**config.mk**
```make
export PLATFORM = sky130hd
export DESIGN_NAME = spiee_ram
export DESIGN_NICKNAME = d
export VERILOG_FILES = /design/src/rtl/spiee_ram.sv
export SDC_FILE = /design/constraint.sdc
export NUM_CORES = 2
export LEC_CHECK = 0
export BUFFER_PORTS_ARGS = -buffer_cell sky130_fd_sc_hd__buf_4
export CORE_AREA = 2 2 381 383
export CTS_CLUSTER_DIAMETER = 150
export DETAILED_ROUTE_END_ITERATION = 12
export DIE_AREA = 0 0 383 385
export PLACE_DENSITY = 0.73
export SLEW_MARGIN = 20
export SYNTH_ARGS = -nofsm -noshare
export SYNTH_HDL_FRONTEND = slang
export SYNTH_SLANG_ARGS = --single-unit
```
**constraint.sdc**
```tcl
create_clock -name clk -period 4.82 [get_ports clk]
set_clock_uncertainty 0.05 [all_clocks]
set_input_delay 0.964 -clock clk [delete_from_list [all_inputs] [get_ports clk]]
set_output_delay 0.964 -clock clk [all_outputs]
set_load 0.005 [all_outputs]
```
**src/rtl/spiee_ram.sv**
```systemverilog
module spiee_ram #(
  parameter int WIDTH = 8,
  parameter int DEPTH = 256
) (
  input  logic                     clk,
  input  logic                     we,
  input  logic                     re,
  input  logic [$clog2(DEPTH)-1:0] addr,
  input  logic [WIDTH-1:0]         wdata,
  output logic [WIDTH-1:0]         rdata
);

  logic [WIDTH-1:0] mem [DEPTH];

  always_ff @(posedge clk) begin
    if (we) begin
      mem[addr] <= wdata;
    end
    if (re) begin
      rdata <= mem[addr];
    end
  end

endmodule

```
==> impl_metrics.py <==
metrics = {
    "status": {
        "status": "finished, final reports clean",
    },
    "drt": {
        "wl_mm": 186,
        "vias": 38800,
        "wl_per_cell_um": 31.5,
        "firstDrtPassIters": 8,
        "avgViaCountPerCell": 6.58,
        "ant_nets": 0,
        "drtIter0Drc": 5337,
        "drc_errors": 0,
    },
    "power": {
        "p_leak_nw": 27.4,
        "internal_power_mw": 28.3,
        "pwr-share-clk_pct": 40.4,
        "switching_share_pct": 21.1,
        "p_total_mw": 35.9,
        "netSwitchingPower_mw": 7.60,
        "powerDensity_nw_per_um2": 404,
        "p_comb_share_pct": 4.7,
        "p_seq_share_pct": 54.9,
        "peakVddDrop_uv": 367,
    },
    "synth": {
        "synth_top_area_share_pct": 78.6,
        "yosys_register_bits": 2056,
        "yosysTopAreaCell": "edfxtp_1",
        "synth_area_per_cell_um2": 22.2,
        "synth.distinct_cells": 21,
        "syn_area_um2": 78600,
        "syn_inst": 3547,
        "ys_warn_count": 0,
        "ys_top_cells_by_area": "edfxtp_1 (79%), mux4_2 (15%), a22oi_1 (2.4%), nor2_1 (1.1%), a21oi_1 (0.82%)",
        "syn_nets": 3566,
        "ys_seq_area_share_pct": 78.6,
    },
    "grt": {
        "grtUsageMet1_pct": 36.4,
        "grt_pass1_vias": 38900,
        "grt_pass1_wl_mm": 271,
        "grt_max_degree": 197,
        "use_met3_pct": 5.75,
        "top_usage_layer": "met2",
        "groute.usage.overall_pct": 25.5,
        "overflow": 0,
        "antenna_found_initial": 7,
        "use_met2_pct": 40.0,
    },
    "clocking": {
        "cts_buffers": 193,
        "cts_tree": "done",
        "cts_max_level": 4,
        "postCtsSetupBuffers": 0,
        "clockRootBuffer": "clkbuf_16",
        "ctsResizeCount": 0,
        "clkTransAtPathRegs_ns": 0.06,
        "clk_latency_ns": 0.84,
        "hold_buffers": 0,
        "cts_num_sinks": 2056,
        "cts_max_path_buffers": 3,
    },
    "die": {
        "num_rows": 139,
        "die-area_um2": 147000,
        "initial_core_util_pct": 54.9,
        "die_x_um": 383,
        "coreArea_um2": 143000,
        "io_pins": 27,
        "die_height_um": 385,
    },
    "worst_setup_path": {
        "cp.arrival_ns": 4.17,
        "crit_fanout": 31,
        "cp_data_required_time_ns": 5.31,
        "critPathLaunchType": "input pin",
        "path_buf_inv": 4,
        "slowest_stage": "o41ai_1",
        "crit_path_frequent_cell": "buf_4",
        "slowest_delay_ns": 0.86,
        "cp-end-kind": "register",
        "path_delay_family": "compound AO/OA/AOI/OAI gates",
        "criticalPathCategory": "input pin to register",
        "worstPathCellList": "buf_8 > buf_12 > buf_4 > mux4_2 > a22oi_1 > a21oi_1 > o41ai_1 > buf_4 > nand4_1",
    },
    "sta": {
        "tns_ns": 0,
        "rsz0062_at_grt": "no",
        "fmax_mhz": 272,
        "slew_viol_final": 0,
        "holdWs_ns": 0.464,
        "relSlewSlack_pct": 23.9,
        "setup_viol": 0,
        "max_slew.worst_pin.slew_ns": 1.13,
        "fin_crit_ns": 3.68,
        "final-hold-violation-count": 0,
        "min_period_over_period_pct": 76.4,
    },
    "finish": {
        "layout-drive-gt1-share_pct": 27.7,
        "fillers": 9385,
        "antenna_cells": 0,
        "final_nets": 3848,
        "synthToLayoutAreaGrowth_pct": 13.1,
    },
    "placement": {
        "hpwlAfterDp_mm": 109,
        "port-buffer-count": 26,
        "finalWeightedCongestion": 0.828,
    },
    "flow_run": {
        "maxCapViolations": 0,
    },
    "min_path": {
        "min_path_type": "input pin to register",
    },
}
-- power by group through the flow --
stage | logic, mW | registers (mW) | clock network [mW]
2_1_floorplan | 0.876 | 20.1 | 0
3_3_place_gp | 1.64 | 20.1 | 0
3_5_place_dp | 1.67 | 20.1 | 0
4_1_cts | 1.68 | 19.7 | 14.7
5_1_grt | 1.77 | 19.7 | 15.4
6_report | 1.69 | 19.7 | 14.5
-- through the flow --
| step | area [um2] | worst slack, ns | utilization [%] | instances |
|---|---|---|---|---|
| floorplan | 78600 | 1.59 | - | 3547 |
| global placement | 82800 | 0.302 | 57.9 | 5536 |
| detailed placement | 82800 | 0.200 | 57.9 | 5536 |
| CTS | 88800 | 1.10 | 62.1 | 5895 |
| global route | 88900 | 1.04 | 62.1 | 5896 |
| finish | 88900 | 1.14 | 62.1 | 5896 |
-- per-layer routing --
metal	wire length, um	vias up
met2	89600	2254
met5	69	-
met4	5810	10
met3	19800	344
met1	70400	20500
li1	-	15700
-- sequential cells by signal, summed over array words and instances (netlist names) --
name and count:
mem 2048, rdata 8
-- layout by cell type, fill, tap and decap left out, types with 2 or more instances in the layout --
master | netlist | routed
edfxtp_1 | 2056 | 2056
nor2_1 | 232 | 231
nor3_1 | 30 | 30
clkinv_2 | 0 | 41
clkbuf_1 | 145 | 37
clkbuf_16 | 0 | 194
nand3_1 | 13 | 13
buf_4 | 16 | 271
clkinv_8 | 0 | 4
buf_12 | 0 | 37
nand2b_1 | 6 | 4
o41ai_1 | 32 | 32
inv_6 | 0 | 5
nand2b_2 | 0 | 2
nor2b_1 | 7 | 5
and2_1 | 3 | 2
inv_16 | 0 | 2
clkbuf_8 | 0 | 8
nand4_1 | 8 | 8
clkinv_16 | 0 | 3
mux4_2 | 512 | 512
clkinvlp_4 | 0 | 4
a22oi_1 | 256 | 256
or2_2 | 2 | 2
a21oi_1 | 128 | 128
clkinv_4 | 0 | 2
nand2_1 | 28 | 28
nor2b_4 | 0 | 2
buf_8 | 0 | 2
clkinv_1 | 0 | 56
bufinv_16 | 0 | 11
-- cell type report --
cell class | instances | area, um2 | share of cell area (%)
Sequential cell | 2056 | 61700 | 69.5
Clock buffer | 231 | 4990 | 5.62
Tap cell | 1903 | 2380 | 2.68
Clock inverter | 128 | 1030 | 1.16
Multi-Input combinational cell | 1258 | 15800 | 17.7
Timing Repair Buffer | 319 | 2940 | 3.31
Inverter | 1 | 3.75 | 0.00422
-- synth_stat cells --
cell type,n
buf_2,36
nor3_1,30
inv_1,1
a22oi_1,256
nand2_1,28
or3_1,1
nand3_1,13
nand2b_1,6
mux4_2,512
or2_2,2
buf_1,19
buf_4,16
and2_1,3
edfxtp_1,2056
clkbuf_1,145
a21oi_1,128
nor2b_1,7
nor2_1,232
o41ai_1,32
buf_6,16
nand4_1,8
-- cell families after synthesis --
kind of cell	count (synthesis)	share of synthesized area (%)
muxes	512	14.7
AOI/OAI and AO/OA	416	3.62
and+or+nand+nor	330	1.73
buffers and inverters	233	1.40
DFF	2056	78.6
-- worst paths after layout --
path	from	endpoint	slack, ns	cells after the start
worst max-delay path	addr[0]	rdata[4]	1.14	9
worst min-delay path	re	rdata[4]	0.46	1
worst max register to register	mem[111][4]	rdata[4]	1.89	6
worst min register to register	mem[41][5]	rdata[5]	0.99	5
Note: power is estimated with default switching activity, not from simulation.
